--- config.mk ---
export PLATFORM = sky130hd
export DESIGN_NAME = dictionary_key_offset_scanner_flat
export DESIGN_NICKNAME = d
export VERILOG_FILES = /design/src/rtl/core/dkos_pkg.sv /design/src/rtl/core/dkos_in_if.sv /design/src/rtl/core/dkos_out_if.sv /design/src/rtl/core/dkos_datapath.sv /design/src/rtl/core/dkos_ctrl.sv /design/src/rtl/core/dictionary_key_offset_scanner.sv /design/src/flat_wrapper.sv
export VERILOG_INCLUDE_DIRS = /design/src /design/src/rtl/core
export SDC_FILE = /design/constraint.sdc
export NUM_CORES = 1
export LEC_CHECK = 0
export ABC_AREA = 1
export BUFFER_PORTS_ARGS = -buffer_cell sky130_fd_sc_hd__buf_2
export CAP_MARGIN = 0
export CORE_ASPECT_RATIO = 0.6
export CORE_MARGIN = 4
export CORE_UTILIZATION = 40
export CTS_CLUSTER_SIZE = 30
export DETAILED_ROUTE_END_ITERATION = 6
export RECOVER_POWER = 25
export SLEW_MARGIN = 20
export SYNTH_ARGS = -nofsm -noshare
export SYNTH_HDL_FRONTEND = slang
export SYNTH_SLANG_ARGS = --single-unit
--- constraint.sdc ---
create_clock -name clk_i -period 3.84 [get_ports clk_i]
set_clock_uncertainty 0.05 [all_clocks]
set_input_delay 0.192 -clock clk_i [delete_from_list [all_inputs] [get_ports clk_i]]
set_output_delay 0.192 -clock clk_i [all_outputs]
set_load 0.02 [all_outputs]
--- src/rtl/core/dictionary_key_offset_scanner_assert.svh ---
// assertion macros used by the scanner controller rtl
// both expect clk_i and rst_ni in scope
`ifndef DICTIONARY_KEY_OFFSET_SCANNER_ASSERT_SVH
`define DICTIONARY_KEY_OFFSET_SCANNER_ASSERT_SVH

// antecedent implies consequent in the same cycle
`define DKOS_ASSERT_IMP(lbl, ante, cons, msg) \
  lbl: assert property (@(posedge clk_i) disable iff (!rst_ni) (ante) |-> (cons)) \
    else $error(msg);

// antecedent implies consequent in the following cycle
`define DKOS_ASSERT_NXT(lbl, ante, cons, msg) \
  lbl: assert property (@(posedge clk_i) disable iff (!rst_ni) (ante) |=> (cons)) \
    else $error(msg);

`endif

--- src/rtl/core/dkos_pkg.sv ---
// ----------------------------------------------------------------------------
// dkos_pkg
// Sizes, byte codes and controller/datapath types of the key offset scanner.
// ----------------------------------------------------------------------------
`timescale 1ns / 1ps

package dkos_pkg;

  localparam int unsigned TOKEN_LIMIT   = 40;
  localparam int unsigned POSITION_BITS = 32;
  localparam int unsigned MAX_RESULTS   = 20;
  localparam int unsigned OFFSET_W      = 32;
  localparam int unsigned BYTE_W        = 8;
  localparam int unsigned TAG_W         = 7;
  // length counter holds up to TOKEN_LIMIT-1, also the buffer address
  localparam int unsigned LEN_W         = $clog2(TOKEN_LIMIT);
  // walk index may step up to three past the last byte
  localparam int unsigned IDX_W         = $clog2(TOKEN_LIMIT + 3);
  localparam int unsigned CNT_W         = $clog2(MAX_RESULTS + 1);

  localparam logic [BYTE_W-1:0] JIS3_LEAD = 8'h8f;
  localparam logic [BYTE_W-1:0] KANJI_MIN = 8'hb0;
  localparam logic [BYTE_W-1:0] DEL_CHAR  = 8'd127;
  localparam logic [BYTE_W-1:0] DIGIT_MAX = 8'h39;
  localparam logic [BYTE_W-1:0] HIGH_BIT  = 8'h80;
  localparam logic [TAG_W-1:0]  TAG_RESET = 7'h40;

  typedef enum logic [1:0] {
    SEL_START,
    SEL_NEXT,
    SEL_WALK
  } cand_sel_e;

  typedef struct packed {
    logic      accept;
    logic      cand;
    cand_sel_e sel;
    logic      walk_init;
    logic      rd_en;
    logic      step;
    logic      flush;
  } dkos_cmd_t;

  typedef struct packed {
    logic end_latin;
    logic end_jp;
    logic tag_lead;
    logic can_push;
    logic walk_more;
    logic walk_hit;
  } dkos_sts_t;

endpackage

--- src/rtl/core/dkos_in_if.sv ---
// ----------------------------------------------------------------------------
// dkos_in_if
// Byte stream channel into the scanner.
// ----------------------------------------------------------------------------
`timescale 1ns / 1ps

interface dkos_in_if;
  logic       valid;
  logic       ready;
  logic [7:0] text_byte;
  logic       new_stream;

  modport source (output valid, output text_byte, output new_stream, input ready);
  modport sink   (input valid, input text_byte, input new_stream, output ready);
endinterface

--- src/rtl/core/dkos_out_if.sv ---
// ----------------------------------------------------------------------------
// dkos_out_if
// Key offset channel out of the scanner.
// ----------------------------------------------------------------------------
`timescale 1ns / 1ps

interface dkos_out_if;
  logic        valid;
  logic        ready;
  logic [31:0] key_offset;
  logic        last_of_run;

  modport source (output valid, output key_offset, output last_of_run, input ready);
  modport sink   (input valid, input key_offset, input last_of_run, output ready);
endinterface

--- src/rtl/core/dkos_datapath.sv ---
// ----------------------------------------------------------------------------
// dkos_datapath
// Token tracking, token buffer, walk index and offset output registers.
// ----------------------------------------------------------------------------
`timescale 1ns / 1ps

module dkos_datapath (
  input  logic                          clk_i,
  input  logic                          rst_ni,
  input  logic                          cfg_we_i,
  input  logic [dkos_pkg::TAG_W-1:0]    cfg_wdata_i,
  input  logic [dkos_pkg::BYTE_W-1:0]   text_byte_i,
  input  logic                          new_stream_i,
  input  dkos_pkg::dkos_cmd_t           cmd_i,
  output dkos_pkg::dkos_sts_t           sts_o,
  input  logic                          out_ready_i,
  output logic                          out_valid_o,
  output logic [dkos_pkg::OFFSET_W-1:0] key_offset_o,
  output logic                          last_of_run_o
);
  import dkos_pkg::*;

  localparam logic [POSITION_BITS-1:0] POS_MAX = {POSITION_BITS{1'b1}};

  function automatic logic is_word_char(input logic [BYTE_W-1:0] c);
    logic upper, lower, digit;
    upper = (c >= "A") && (c <= "Z");
    lower = (c >= "a") && (c <= "z");
    digit = (c >= "0") && (c <= DIGIT_MAX);
    return upper || lower || digit || ((c & HIGH_BIT) != '0);
  endfunction

  function automatic logic [POSITION_BITS-1:0] sat_add(input logic [POSITION_BITS-1:0] a,
                                                       input logic [IDX_W-1:0] k);
    logic [POSITION_BITS:0] s;
    s = {1'b0, a} + (POSITION_BITS + 1)'(k);
    return s[POSITION_BITS] ? POS_MAX : s[POSITION_BITS-1:0];
  endfunction

  logic [TAG_W-1:0]         tag_q;
  logic                     in_token_q;
  logic [LEN_W-1:0]         len_q;
  logic [POSITION_BITS-1:0] start_q;
  logic [POSITION_BITS-1:0] pos_q;
  logic [BYTE_W-1:0]        c0_q;
  logic [BYTE_W-1:0]        c1_q;
  logic [LEN_W-1:0]         wlen_q;
  logic [IDX_W-1:0]         idx_q;
  logic [BYTE_W-1:0]        rdata_q;
  logic [BYTE_W-1:0]        mem [TOKEN_LIMIT];
  logic                     pend_valid_q;
  logic [POSITION_BITS-1:0] pend_q;
  logic                     out_valid_q;
  logic [POSITION_BITS-1:0] out_off_q;
  logic                     out_last_q;
  logic [CNT_W-1:0]         cnt_q;

  logic                     in_tok_eff;
  logic [POSITION_BITS-1:0] pos_eff;
  logic [POSITION_BITS-1:0] pos_inc;
  logic                     cont_char;
  logic                     start_char;
  logic                     tok_end;
  logic                     tok_cont;
  logic                     tok_start;
  logic                     latin_ok;
  logic                     walk_hit;
  logic                     cand_live;
  logic                     push_out;
  logic [LEN_W-1:0]         wr_addr;
  logic [POSITION_BITS-1:0] cand_val;

  // a new stream drops the open token before this byte is looked at
  assign in_tok_eff = in_token_q & ~new_stream_i;
  assign pos_eff    = new_stream_i ? POSITION_BITS'(1) : pos_q;
  assign pos_inc    = (pos_eff == POS_MAX) ? POS_MAX : pos_eff + POSITION_BITS'(1);
  assign cont_char  = is_word_char(text_byte_i) || (text_byte_i == "-") ||
                      (text_byte_i == ".");
  assign start_char = is_word_char(text_byte_i) || (text_byte_i == {1'b0, tag_q});
  assign tok_end    = in_tok_eff && !cont_char;
  assign tok_cont   = in_tok_eff && cont_char;
  assign tok_start  = !in_tok_eff && start_char;
  // a one-byte latin token never counts, a two-byte one only when its second byte is a digit or below
  assign latin_ok   = (c0_q < DEL_CHAR) &&
                      ((len_q >= LEN_W'(3)) || ((len_q == LEN_W'(2)) && (c1_q <= DIGIT_MAX)));
  assign walk_hit   = (rdata_q >= KANJI_MIN) || (rdata_q == JIS3_LEAD);
  assign wr_addr    = tok_start ? '0 : len_q;

  always_comb begin
    case (cmd_i.sel)
      SEL_START: cand_val = start_q;
      SEL_NEXT:  cand_val = sat_add(start_q, IDX_W'(1));
      SEL_WALK:  cand_val = sat_add(start_q, idx_q);
      default:   cand_val = start_q;
    endcase
  end

  assign cand_live = cmd_i.cand && ((cmd_i.sel != SEL_WALK) || walk_hit) &&
                     (cnt_q < CNT_W'(MAX_RESULTS));
  // the held offset goes out once we know whether another one follows
  assign push_out  = (cmd_i.flush || cand_live) && pend_valid_q;

  assign sts_o.end_latin = tok_end && latin_ok;
  assign sts_o.end_jp    = tok_end && (c0_q > DEL_CHAR);
  assign sts_o.tag_lead  = (c0_q == {1'b0, tag_q});
  assign sts_o.can_push  = !pend_valid_q || !out_valid_q || out_ready_i;
  assign sts_o.walk_more = idx_q < IDX_W'(wlen_q);
  assign sts_o.walk_hit  = walk_hit;

  always_ff @(posedge clk_i or negedge rst_ni) begin
    if (!rst_ni) begin
      tag_q        <= TAG_RESET;
      in_token_q   <= 1'b0;
      len_q        <= '0;
      start_q      <= '0;
      pos_q        <= POSITION_BITS'(1);
      pend_valid_q <= 1'b0;
      out_valid_q  <= 1'b0;
      cnt_q        <= '0;
    end else begin
      if (cfg_we_i) begin
        tag_q <= cfg_wdata_i;
      end
      if (cmd_i.accept) begin
        pos_q <= pos_inc;
        if (tok_cont) begin
          if (len_q < LEN_W'(TOKEN_LIMIT - 1)) begin
            len_q <= len_q + LEN_W'(1);
          end
        end else if (tok_start) begin
          in_token_q <= 1'b1;
          start_q    <= pos_eff;
          len_q      <= LEN_W'(1);
        end else begin
          in_token_q <= 1'b0;
          len_q      <= '0;
        end
      end
      if (push_out) begin
        out_valid_q <= 1'b1;
      end else if (out_ready_i) begin
        out_valid_q <= 1'b0;
      end
      if (cmd_i.flush) begin
        pend_valid_q <= 1'b0;
        cnt_q        <= '0;
      end else if (cand_live) begin
        pend_valid_q <= 1'b1;
        cnt_q        <= cnt_q + CNT_W'(1);
      end
    end
  end

  always_ff @(posedge clk_i) begin
    if (cmd_i.accept && tok_start) begin
      c0_q <= text_byte_i;
    end
    if (cmd_i.accept && tok_cont && (len_q == LEN_W'(1))) begin
      c1_q <= text_byte_i;
    end
    if (cmd_i.accept && tok_end) begin
      wlen_q <= len_q;
    end
    if (cmd_i.walk_init) begin
      idx_q <= (c0_q == JIS3_LEAD) ? IDX_W'(3) : IDX_W'(2);
    end else if (cmd_i.step) begin
      idx_q <= idx_q + ((rdata_q == JIS3_LEAD) ? IDX_W'(3) : IDX_W'(2));
    end
    if (cand_live) begin
      pend_q <= cand_val;
    end
    if (push_out) begin
      out_off_q  <= pend_q;
      out_last_q <= cmd_i.flush;
    end
  end

  // token buffer
  always_ff @(posedge clk_i) begin
    if (cmd_i.accept && (tok_start || tok_cont)) begin
      mem[wr_addr] <= text_byte_i;
    end
    if (cmd_i.rd_en) begin
      rdata_q <= mem[idx_q[LEN_W-1:0]];
    end
  end

  assign out_valid_o   = out_valid_q;
  assign key_offset_o  = OFFSET_W'(out_off_q);
  assign last_of_run_o = out_last_q;

endmodule

--- src/rtl/core/dkos_ctrl.sv ---
// ----------------------------------------------------------------------------
// dkos_ctrl
// Sequencer: takes bytes and steps through the offsets of an ended token.
// ----------------------------------------------------------------------------
`timescale 1ns / 1ps

`include "dictionary_key_offset_scanner_assert.svh"

module dkos_ctrl (
  input  logic                clk_i,
  input  logic                rst_ni,
  input  logic                in_valid_i,
  output logic                in_ready_o,
  input  dkos_pkg::dkos_sts_t sts_i,
  output dkos_pkg::dkos_cmd_t cmd_o
);
  import dkos_pkg::*;

  typedef enum logic [2:0] {
    ST_IDLE,
    ST_LAT0,
    ST_LAT1,
    ST_JP0,
    ST_RD,
    ST_EV,
    ST_FLUSH
  } state_e;

  state_e state_q, state_d;
  logic   ready_q;

  always_comb begin
    state_d       = state_q;
    cmd_o         = '0;
    cmd_o.sel     = SEL_START;
    cmd_o.accept  = ready_q && in_valid_i;
    unique case (state_q)
      ST_IDLE: begin
        if (cmd_o.accept) begin
          if (sts_i.end_jp) begin
            state_d = ST_JP0;
          end else if (sts_i.end_latin) begin
            state_d = ST_LAT0;
          end
        end
      end
      ST_LAT0: begin
        if (sts_i.can_push) begin
          cmd_o.cand = 1'b1;
          state_d    = sts_i.tag_lead ? ST_LAT1 : ST_FLUSH;
        end
      end
      ST_LAT1: begin
        if (sts_i.can_push) begin
          cmd_o.cand = 1'b1;
          cmd_o.sel  = SEL_NEXT;
          state_d    = ST_FLUSH;
        end
      end
      ST_JP0: begin
        if (sts_i.can_push) begin
          cmd_o.cand      = 1'b1;
          cmd_o.walk_init = 1'b1;
          state_d         = ST_RD;
        end
      end
      ST_RD: begin
        if (sts_i.walk_more) begin
          cmd_o.rd_en = 1'b1;
          state_d     = ST_EV;
        end else begin
          state_d = ST_FLUSH;
        end
      end
      ST_EV: begin
        // a non-kanji byte gives nothing and needs no room at the output
        if (!sts_i.walk_hit || sts_i.can_push) begin
          cmd_o.cand = 1'b1;
          cmd_o.sel  = SEL_WALK;
          cmd_o.step = 1'b1;
          state_d    = ST_RD;
        end
      end
      ST_FLUSH: begin
        if (sts_i.can_push) begin
          cmd_o.flush = 1'b1;
          state_d     = ST_IDLE;
        end
      end
      default: state_d = ST_IDLE;
    endcase
  end

  always_ff @(posedge clk_i or negedge rst_ni) begin
    if (!rst_ni) begin
      state_q <= ST_IDLE;
      ready_q <= 1'b0;
    end else begin
      state_q <= state_d;
      ready_q <= (state_d == ST_IDLE);
    end
  end

  assign in_ready_o = ready_q;

  `DKOS_ASSERT_IMP(a_push_has_room, (cmd_o.cand && ((cmd_o.sel != SEL_WALK) || sts_i.walk_hit)) || cmd_o.flush, sts_i.can_push, "offset pushed without output room")
  `DKOS_ASSERT_IMP(a_read_in_token, cmd_o.rd_en, sts_i.walk_more, "buffer read past token end")
  `DKOS_ASSERT_NXT(a_read_then_eval, cmd_o.rd_en, state_q == ST_EV, "buffer read not followed by evaluation")
  `DKOS_ASSERT_IMP(a_ready_only_idle, in_ready_o, state_q == ST_IDLE, "byte taken while walking a token")

endmodule

--- src/rtl/core/dictionary_key_offset_scanner.sv ---
// output: a token's first offset waits in the pending register until the next offset or
//   the flush (japanese: next kanji hit or walk end), then goes to the output register
// throughput: 1 byte a cycle inside a token; an ended latin token holds off input
//   via LAT0, LAT1 on a tag lead, FLUSH; a japanese token via JP0, a read and a decode per step
// the walk is bound by the single read port of the token buffer
// reset: asynchronous, tag byte 0x40, no open token, position 1; buffer needs no clearing
// ----------------------------------------------------------------------------
// dictionary_key_offset_scanner
// Scans an EUC dictionary byte stream and emits byte offsets of index keys.
// ----------------------------------------------------------------------------
`timescale 1ns / 1ps

module dictionary_key_offset_scanner (
  input  logic                       clk_i,
  input  logic                       rst_ni,
  input  logic                       cfg_we_i,
  input  logic [dkos_pkg::TAG_W-1:0] cfg_wdata_i,
  dkos_in_if.sink                    in_i,
  dkos_out_if.source                 out_o
);
  import dkos_pkg::*;

  dkos_cmd_t cmd;
  dkos_sts_t sts;

  dkos_ctrl u_ctrl (
    .clk_i      (clk_i),
    .rst_ni     (rst_ni),
    .in_valid_i (in_i.valid),
    .in_ready_o (in_i.ready),
    .sts_i      (sts),
    .cmd_o      (cmd)
  );

  dkos_datapath u_datapath (
    .clk_i         (clk_i),
    .rst_ni        (rst_ni),
    .cfg_we_i      (cfg_we_i),
    .cfg_wdata_i   (cfg_wdata_i),
    .text_byte_i   (in_i.text_byte),
    .new_stream_i  (in_i.new_stream),
    .cmd_i         (cmd),
    .sts_o         (sts),
    .out_ready_i   (out_o.ready),
    .out_valid_o   (out_o.valid),
    .key_offset_o  (out_o.key_offset),
    .last_of_run_o (out_o.last_of_run)
  );

endmodule
--- src/flat_wrapper.sv ---
// flat-port wrapper written by rule: the top's interface ports become plain ports
module dictionary_key_offset_scanner_flat import dkos_pkg::*;
  (clk_i, rst_ni, cfg_we_i, cfg_wdata_i, in_i_valid, in_i_text_byte, in_i_new_stream, in_i_ready, out_o_valid, out_o_key_offset, out_o_last_of_run, out_o_ready);
  dkos_in_if in_i_i ();
  dkos_out_if out_o_i ();
  input  logic clk_i;
  input  logic rst_ni;
  input  logic cfg_we_i;
  input  logic [dkos_pkg::TAG_W-1:0] cfg_wdata_i;
  input wire logic [$bits(in_i_i.valid)-1:0] in_i_valid;
  input wire logic [$bits(in_i_i.text_byte)-1:0] in_i_text_byte;
  input wire logic [$bits(in_i_i.new_stream)-1:0] in_i_new_stream;
  output wire logic [$bits(in_i_i.ready)-1:0] in_i_ready;
  output wire logic [$bits(out_o_i.valid)-1:0] out_o_valid;
  output wire logic [$bits(out_o_i.key_offset)-1:0] out_o_key_offset;
  output wire logic [$bits(out_o_i.last_of_run)-1:0] out_o_last_of_run;
  input wire logic [$bits(out_o_i.ready)-1:0] out_o_ready;
  assign in_i_i.valid = in_i_valid;
  assign in_i_i.text_byte = in_i_text_byte;
  assign in_i_i.new_stream = in_i_new_stream;
  assign in_i_ready = in_i_i.ready;
  assign out_o_valid = out_o_i.valid;
  assign out_o_key_offset = out_o_i.key_offset;
  assign out_o_last_of_run = out_o_i.last_of_run;
  assign out_o_i.ready = out_o_ready;
  dictionary_key_offset_scanner u_core (.clk_i(clk_i), .rst_ni(rst_ni), .cfg_we_i(cfg_we_i), .cfg_wdata_i(cfg_wdata_i), .in_i(in_i_i), .out_o(out_o_i));
endmodule
# Word level (Yosys, flattened, before mapping)
# Memory sizes are Yosys's and may differ from the RTL's. A register that Yosys moved wholly into a read port is not among the register bits.
# Index checks and enable logic that the tools add are counted.
[totals]
latch_bits = 0
in_bits = 21
out_inout_bits = 35
n_memories = 1
regBits = 182
wordCells = 151
mem_bits_ro = 0
mem_bits_rw = 320
[op_classes]
n_bitwise = 3
n_eq_ne = 19
mux = 44
order_cmp = 14
n_mul = 0
n_reduce_logical = 47
shifts = 0
addsub = 6
div_mod_pow = 0
[memory_table]
columns = ["name", "words", "width", "rd", "rd_ports_with_merged_regs", "wr", "line_no", "source"]
rows = [
  ["u_core.u_datapath.mem", 40, 8, 1, 1, 1, "dkos_datapath.sv:50", "logic [BYTE_W-1:0] mem [TOKEN_LIMIT];"],
]
[ops]
columns = ["op", "count"]
rows = [
  ["two-way mux 32 bit", 4],
  ["case mux 32 bit (2 select lines)", 1],
  ["adder 32 x 1 -> 33 bit, second input constant", 1],
  ["adder 32 x 6 -> 33 bit", 1],
  ["two-way mux 3 bit", 11],
  ["adder 32 x 1 -> 32 bit, second input constant", 1],
  ["equality test 32 bit, second input constant", 1],
  ["two-way mux 6 bit", 5],
  ["case mux 3 bit (7 select lines)", 1],
  ["logical AND 1 bit", 19],
  ["two-way mux 1 bit", 17],
  ["equality test 8 x 6 -> 1 bit, second input constant", 2],
  ["equality test 8 x 7 -> 1 bit", 2],
  ["equality test 8 bit, second input constant", 2],
  [">= comparator 8 x 7 -> 1 bit, second input constant", 2],
  ["<= comparator 8 x 6 -> 1 bit, second input constant", 2],
  ["<= comparator 8 x 7 -> 1 bit, second input constant", 2],
  ["logical OR 1 bit", 14],
  ["two-way mux 5 bit", 2],
  ["equality test 3 bit, second input constant", 3],
  [">= comparator 8 x 6 -> 1 bit, second input constant", 1],
  [">= comparator 8 bit, second input constant", 1],
  ["greater-than comparator 8 x 7 -> 1 bit, second input constant", 1],
  ["< comparator 8 x 7 -> 1 bit, second input constant", 1],
  ["other kinds (26)", 36],
]

# Depth between registers and ports, before layout
[depth]
word_depth = 15
depth_mapped = 17
ltp_nobuf = 15

# Modules after synthesis
# Synthesis repeated with hierarchy kept, for this count alone.
[unflattened]
cells_unflattened = 2537
area_unflattened_um2 = 24718.7
[by_module_without_submodules]
columns = ["mod", "seq_area_each_um2", "n_inst", "area_each_um2", "cells_each"]
rows = [
  ["dkos_datapath", 14741.6, 1, 24343.3, 2479],
  ["dkos_ctrl", 100.1, 1, 375.4, 58],
]

# Least setup slack after synthesis
# OpenSTA, ideal clock, no wires.
[synth_path]
kind = "register to register"
startpoint = "register u_core.u_datapath.rdata_q[6] (read register of u_core.u_datapath.mem)"
endpoint = "register u_core.u_datapath.out_off_q[0] (netlist: u_core.u_datapath.key_offset_o[0]) (enable)"
setup_ns = 0.388
path_slack_ns = 0.944
t_arrival_ns = 2.459
n_path_buf = 0
period_less_slack_ns = 2.896
required_time_ns = 3.402
stages_incl_launch_ff = 13
cell_sequence = "edfxtp_1 or2_2 o31ai_1 nand2_1 nand2_1 inv_1 ha_1 inv_1 or2_2 nand3_2 nand2_1 nand2_1 inv_1"
[synth_between]
elab_chain_cells = 12
elab_cells_between_ends = 14
classes_between = "order compare (1); eq/ne (2); mux (3); reduce/logical (8)"
[synth_rtl]
columns = ["element", "line_no", "source"]
rows = [
  ["from (decl)", "dkos_datapath.sv:49", "logic [BYTE_W-1:0] rdata_q;"],
  [">= comparator 8 bit / equality test 8 bit (equally long branches)", "dkos_datapath.sv:86", "assign walk_hit = (rdata_q >= KANJI_MIN) || (rdata_q == JIS3_LEAD);"],
  ["logical OR 1 bit (*)", "dkos_datapath.sv:86", ""],
  ["zero test 1 bit", "dkos_ctrl.sv:77", "if (!sts_i.walk_hit || sts_i.can_push) begin"],
  ["logical OR 1 bit", "dkos_ctrl.sv:77", ""],
  ["two-way mux 3 bit", "dkos_ctrl.sv:77", ""],
  ["case mux 2 bit (2 select lines)", "dkos_ctrl.sv:37", "unique case (state_q)"],
  ["!= test 2 bit", "dkos_datapath.sv:98", "assign cand_live = cmd_i.cand && ((cmd_i.sel != SEL_WALK) || walk_hit) &&"],
  ["logical OR 1 bit", "dkos_datapath.sv:98", ""],
  ["logical AND 1 bit (*) (2 in series)", "dkos_datapath.sv:98", ""],
  ["logical OR 1 bit (*)", "dkos_datapath.sv:101", "assign push_out = (cmd_i.flush || cand_live) && pend_valid_q;"],
  ["logical AND 1 bit (*)", "dkos_datapath.sv:101", ""],
  ["via u_core.u_datapath.push_out", "dkos_datapath.sv:69", "logic push_out;"],
  ["to (signal assigned)", "dkos_datapath.sv:173", "out_off_q <= pend_q;"],
  ["to (decl)", "dkos_datapath.sv:54", "logic [POSITION_BITS-1:0] out_off_q;"],
]
# The timed path passes the listed nets; every way through them passes the cells marked *.
# A chain may end at the register's enable or synchronous reset.

# Worst setup path in the final report
[layout_path]
startpoint = "input in_i_text_byte[2]"
endpoint = "memory u_core.u_datapath.mem[31][3] (enable)"
[layout_between]
elab_chain_cells = 12
elab_cells_between_ends = 25
classes_between = "order compare (6); eq/ne (3); mux (3); reduce/logical (13)"
[layout_rtl]
columns = ["element", "line_no", "source"]
rows = [
  ["from (decl)", "flat_wrapper.sv:11", "input wire logic [$bits(in_i_i.text_byte)-1:0] in_i_text_byte;"],
  [">= comparator 8 x 7 -> 1 bit, or another cell as far along", "dkos_datapath.sv:27", "upper = (c >= \"A\") && (c <= \"Z\");"],
  ["logical AND 1 bit, on equally long branches", "dkos_datapath.sv:27, dkos_datapath.sv:28", ""],
  ["logical OR 1 bit (3 in series)", "dkos_datapath.sv:30", "return upper || lower || digit || ((c & HIGH_BIT) != '0);"],
  ["logical OR 1 bit (2 in series)", "dkos_datapath.sv:77", "assign cont_char = is_word_char(text_byte_i) || (text_byte_i == \"-\") ||"],
  ["logical AND 1 bit", "dkos_datapath.sv:81", "assign tok_cont = in_tok_eff && cont_char;"],
  ["logical OR 1 bit", "dkos_datapath.sv:180", "if (cmd_i.accept && (tok_start || tok_cont)) begin"],
  ["logical AND 1 bit", "dkos_datapath.sv:180", ""],
  ["two-way mux 1 bit", "dkos_datapath.sv:180", ""],
  ["two-way mux 1 bit (implied by the code)", "dkos_datapath.sv:181", "mem[wr_addr] <= text_byte_i;"],
  ["to (decl)", "dkos_datapath.sv:50", ""],
]
# Several ways; a longest one is shown, not always the timed one.

==> results.py <==
metrics = {
    "cells_and_area": {
        "design_area_um2": 27300,
        "final_cell_mix": "nand2_1 (422), edfxtp_1 (420), nor2_1 (399)",
        "diodes": 0,
        "final_common_cell": "nand2_1",
        "n_fill_cell": 5515,
        "multi_input_area_um2": 8010,
        "final_core_util_pct": 46.1,
        "seq_area_um2": 14800,
        "instances_no_fill": 3366,
        "layout.nets": 2588,
        "drive_gt1_share_pct": 10.9,
        "syn_to_final_growth_pct": 13.8,
    },
    "grt": {
        "antenna_found_initial": 4,
        "grt_usage_pct": 21.9,
        "grt_max_degree": 100,
        "grt_pass1_wl_um": 108000,
        "grt_overflow": 0,
        "grt_pass1_vias": 17100,
    },
    "sta": {
        "setup_viol": 0,
        "tightest_slew_ns": 2.27,
        "hold_violations": 0,
        "period_minus_slack_ns": 3.27,
        "slew_headroom_pct": -51.1,
        "rsz0062_at_grt": "no",
        "drv_slew": 226,
        "hold_ws_ns": 0.169,
        "fmax_mhz": 306,
        "setup_tns_ns": 0,
        "setup_ws_ns": 0.574,
        "fin_crit_sh_pct": 85.1,
    },
    "worst_hold_path": {
        "holdPathStages": 4,
        "hp-class": "in2reg",
        "worstHoldStart": "in_i_new_stream",
        "holdPathEnd": "u_core.u_datapath.start_q[13]$_DFFE_PN0P_",
    },
    "place": {
        "place_area_um2": 25500,
        "io_buffers": 55,
        "place.gp.congestion": 0.971,
        "dp_cells": 3247,
        "dp_slack_ns": 0.689,
        "hpwlAfterDp_um": 49400,
    },
    "detailed_routing": {
        "via_per_inst": 5.49,
        "drtAntennaViolNets": 0,
        "route.detailed.drc": 0,
        "first_pass_iters": 6,
        "num_vias": 18500,
        "drt_iter0_drc": 2266,
        "wire_per_inst_um": 21.2,
        "routed_wirelength_um": 71400,
    },
    "yosys": {
        "synth_cell_types": 56,
        "synth_area_leader_cell": "edfxtp_1",
        "netlist_instances": 2426,
        "syn_area_um2": 24000,
        "syn-num-nets": 2469,
        "synth_seq_cells": 509,
        "ys_warn_count": 0,
        "ys_seq_area_share_pct": 61.8,
        "avgSynthCellArea_um2": 9.90,
        "synthTopCellsByArea": "edfxtp_1 (53%), dfrtp_1 (9.1%), nand2_1 (6.6%)",
        "yosysTopAreaCellShare_pct": 52.5,
    },
    "cts": {
        "htree_levels": 2,
        "cts_sinks": 509,
        "cts_buffers": 49,
        "clk_latency_ns": 0.60,
        "clk_pin_slew_ns": 0.06,
        "cts_buffer_depth": 3,
        "cts_tree": "built",
        "root_buffer": "clkbuf_16",
        "postCtsResizedCells": 0,
        "hold_buffers": 28,
        "post_cts.repair.setup_buffers": 0,
    },
    "worst_setup_path": {
        "path_class": "in2reg",
        "worst-endpoint-required_ns": 4.02,
        "ff2ff_path_depth": 10,
        "endpoint_kind": "flip-flop",
        "crit_path_start_kind": "primary input",
        "cp_data_arrival_time_ns": 3.45,
        "crit_path_max_fanout": 14,
        "reg2reg_from": "u_core.u_datapath.start_q[0]$_DFFE_PN0P_",
        "rr_endpoint": "u_core.u_datapath.pend_q[7]$_DFFE_PP_",
        "r2r_setup_slack_ns": 0.67,
    },
    "floorplan": {
        "rows": 69,
        "dieArea_um2": 64100,
        "ios": 56,
        "coreArea_um2": 59300,
        "dieWidth_um": 324,
        "fp.dieH_um": 198,
        "start_util_pct": 40.5,
    },
    "pwr": {
        "peakVddDrop_mv": 0.377,
        "power_mw": 16.7,
        "power_density_nw_per_um2": 609,
        "power.leakage_nw": 10.1,
    },
    "status": {
        "violations": "max-capacitance violations, max-slew violations",
        "status": "finished with violations",
    },
    "run": {
        "cap_violations": 5,
    },
}
==> worst max-delay path by stage <==
stage                                                      start                                           to  slack [ns]  depth (start not counted)
after floorplan           u_core.u_datapath.rdata_q[6]$_DFFE_PP_  u_core.u_datapath.key_offset_o[0]$_DFFE_PP_        0.94                         12
after global placement                         in_i_text_byte[3]       u_core.u_datapath.mem[31][2]$_DFFE_PP_        0.75                         13
after detailed placement                       in_i_text_byte[3]       u_core.u_datapath.mem[31][0]$_DFFE_PP_        0.69                         13
after CTS                 u_core.u_datapath.rdata_q[6]$_DFFE_PP_  u_core.u_datapath.key_offset_o[7]$_DFFE_PP_        0.70                         13
after global routing                           in_i_text_byte[2]       u_core.u_datapath.mem[31][3]$_DFFE_PP_        0.32                         14
final                                          in_i_text_byte[2]       u_core.u_datapath.mem[31][3]$_DFFE_PP_        0.57                         14
==> flip-flops by register name, summed over array words and instances (netlist names), 8 cells and up <==
| register | count |
|---|---|
| u_core.u_datapath.start_q | 32 |
| u_core.u_datapath.key_offset_o | 32 |
| u_core.u_datapath.c0_q | 8 |
| u_core.u_datapath.rdata_q | 8 |
| u_core.u_datapath.pend_q | 32 |
| u_core.u_datapath.pos_q | 32 |
| u_core.u_datapath.mem | 320 |
==> power by group <==
group | switching, mW | internal (mW) | total [mW]
Combinational | 3.18 | 1.29 | 4.47
Sequential | 0.480 | 6.83 | 7.31
Clock | 2.16 | 2.72 | 4.88
==> synthesized netlist by cell type (all sizes together) <==
cell type and count:
nand2 433, edfxtp 420, nor2 417, o21ai 300, inv 174, nand3 143, dfrtp 87, a21oi 84
clkbuf 58, buf 45, xor2 41, nor3 40, o22ai 27, ha 21, nand4 21, o221ai 21
o211ai 20, a22oi 14, or2 13, xnor2 8, clkinv 6, nor3b 5, o21a 4, a21boi 3
a31oi 3, nor4 3, a211oi 2, and3 2, dfstp 2, nand3b 2, a21o 1, a41oi 1
fa 1, mux2 1, nand2b 1, o2111ai 1, o31ai 1
==> worst max-delay path: stages <==
cell and delay [ns]:
dlygate4sd3_1 0.66, clkbuf_1 0.45, nor2_2 0.10, nor2_2 0.17, nand2_1 0.07, nand2_1 0.08, a21oi_1 0.07, nor2_1 0.09
nand2_1 0.11, nand2_2 0.23, nand2_1 0.10, nor2_2 0.15, nand2_1 0.28, nor2_1 0.68
==> cells by family after synthesis <==
| family | count (synthesis) | share of synthesized area [%] |
|---|---|---|
| and+or+nand+nor | 1080 | 19.2 |
| DFF | 509 | 61.8 |
| AOI/OAI and AO/OA | 482 | 11.1 |
| buffers and inverters | 283 | 4.87 |
| xor gates and xnor gates | 49 | 1.79 |
| adders and majority gates | 22 | 1.18 |
| muxes | 1 | 0.0469 |
==> area by class of cell <==
class,instances,area share (%)
clock buffer,65,4.97
timing repair buffer,171,4.42
inverter,180,2.49
multi-input combinational,1634,29.3
tap,781,3.58
sequential,509,54.3
clock inverter,26,0.948
==> routing by layer <==
| metal | up-vias | track usage (%) | part of all wire [%] |
|---|---|---|---|
| met5 | - | 0 | 0.014 |
| met4 | 2 | 4.24 | 1.6 |
| met3 | 80 | 7.29 | 13 |
| met2 | 875 | 27.1 | 36 |
| met1 | 8901 | 36.1 | 49 |
| li1 | 8610 | - | - |
No activity file was read; power rests on OpenSTA's default activity.
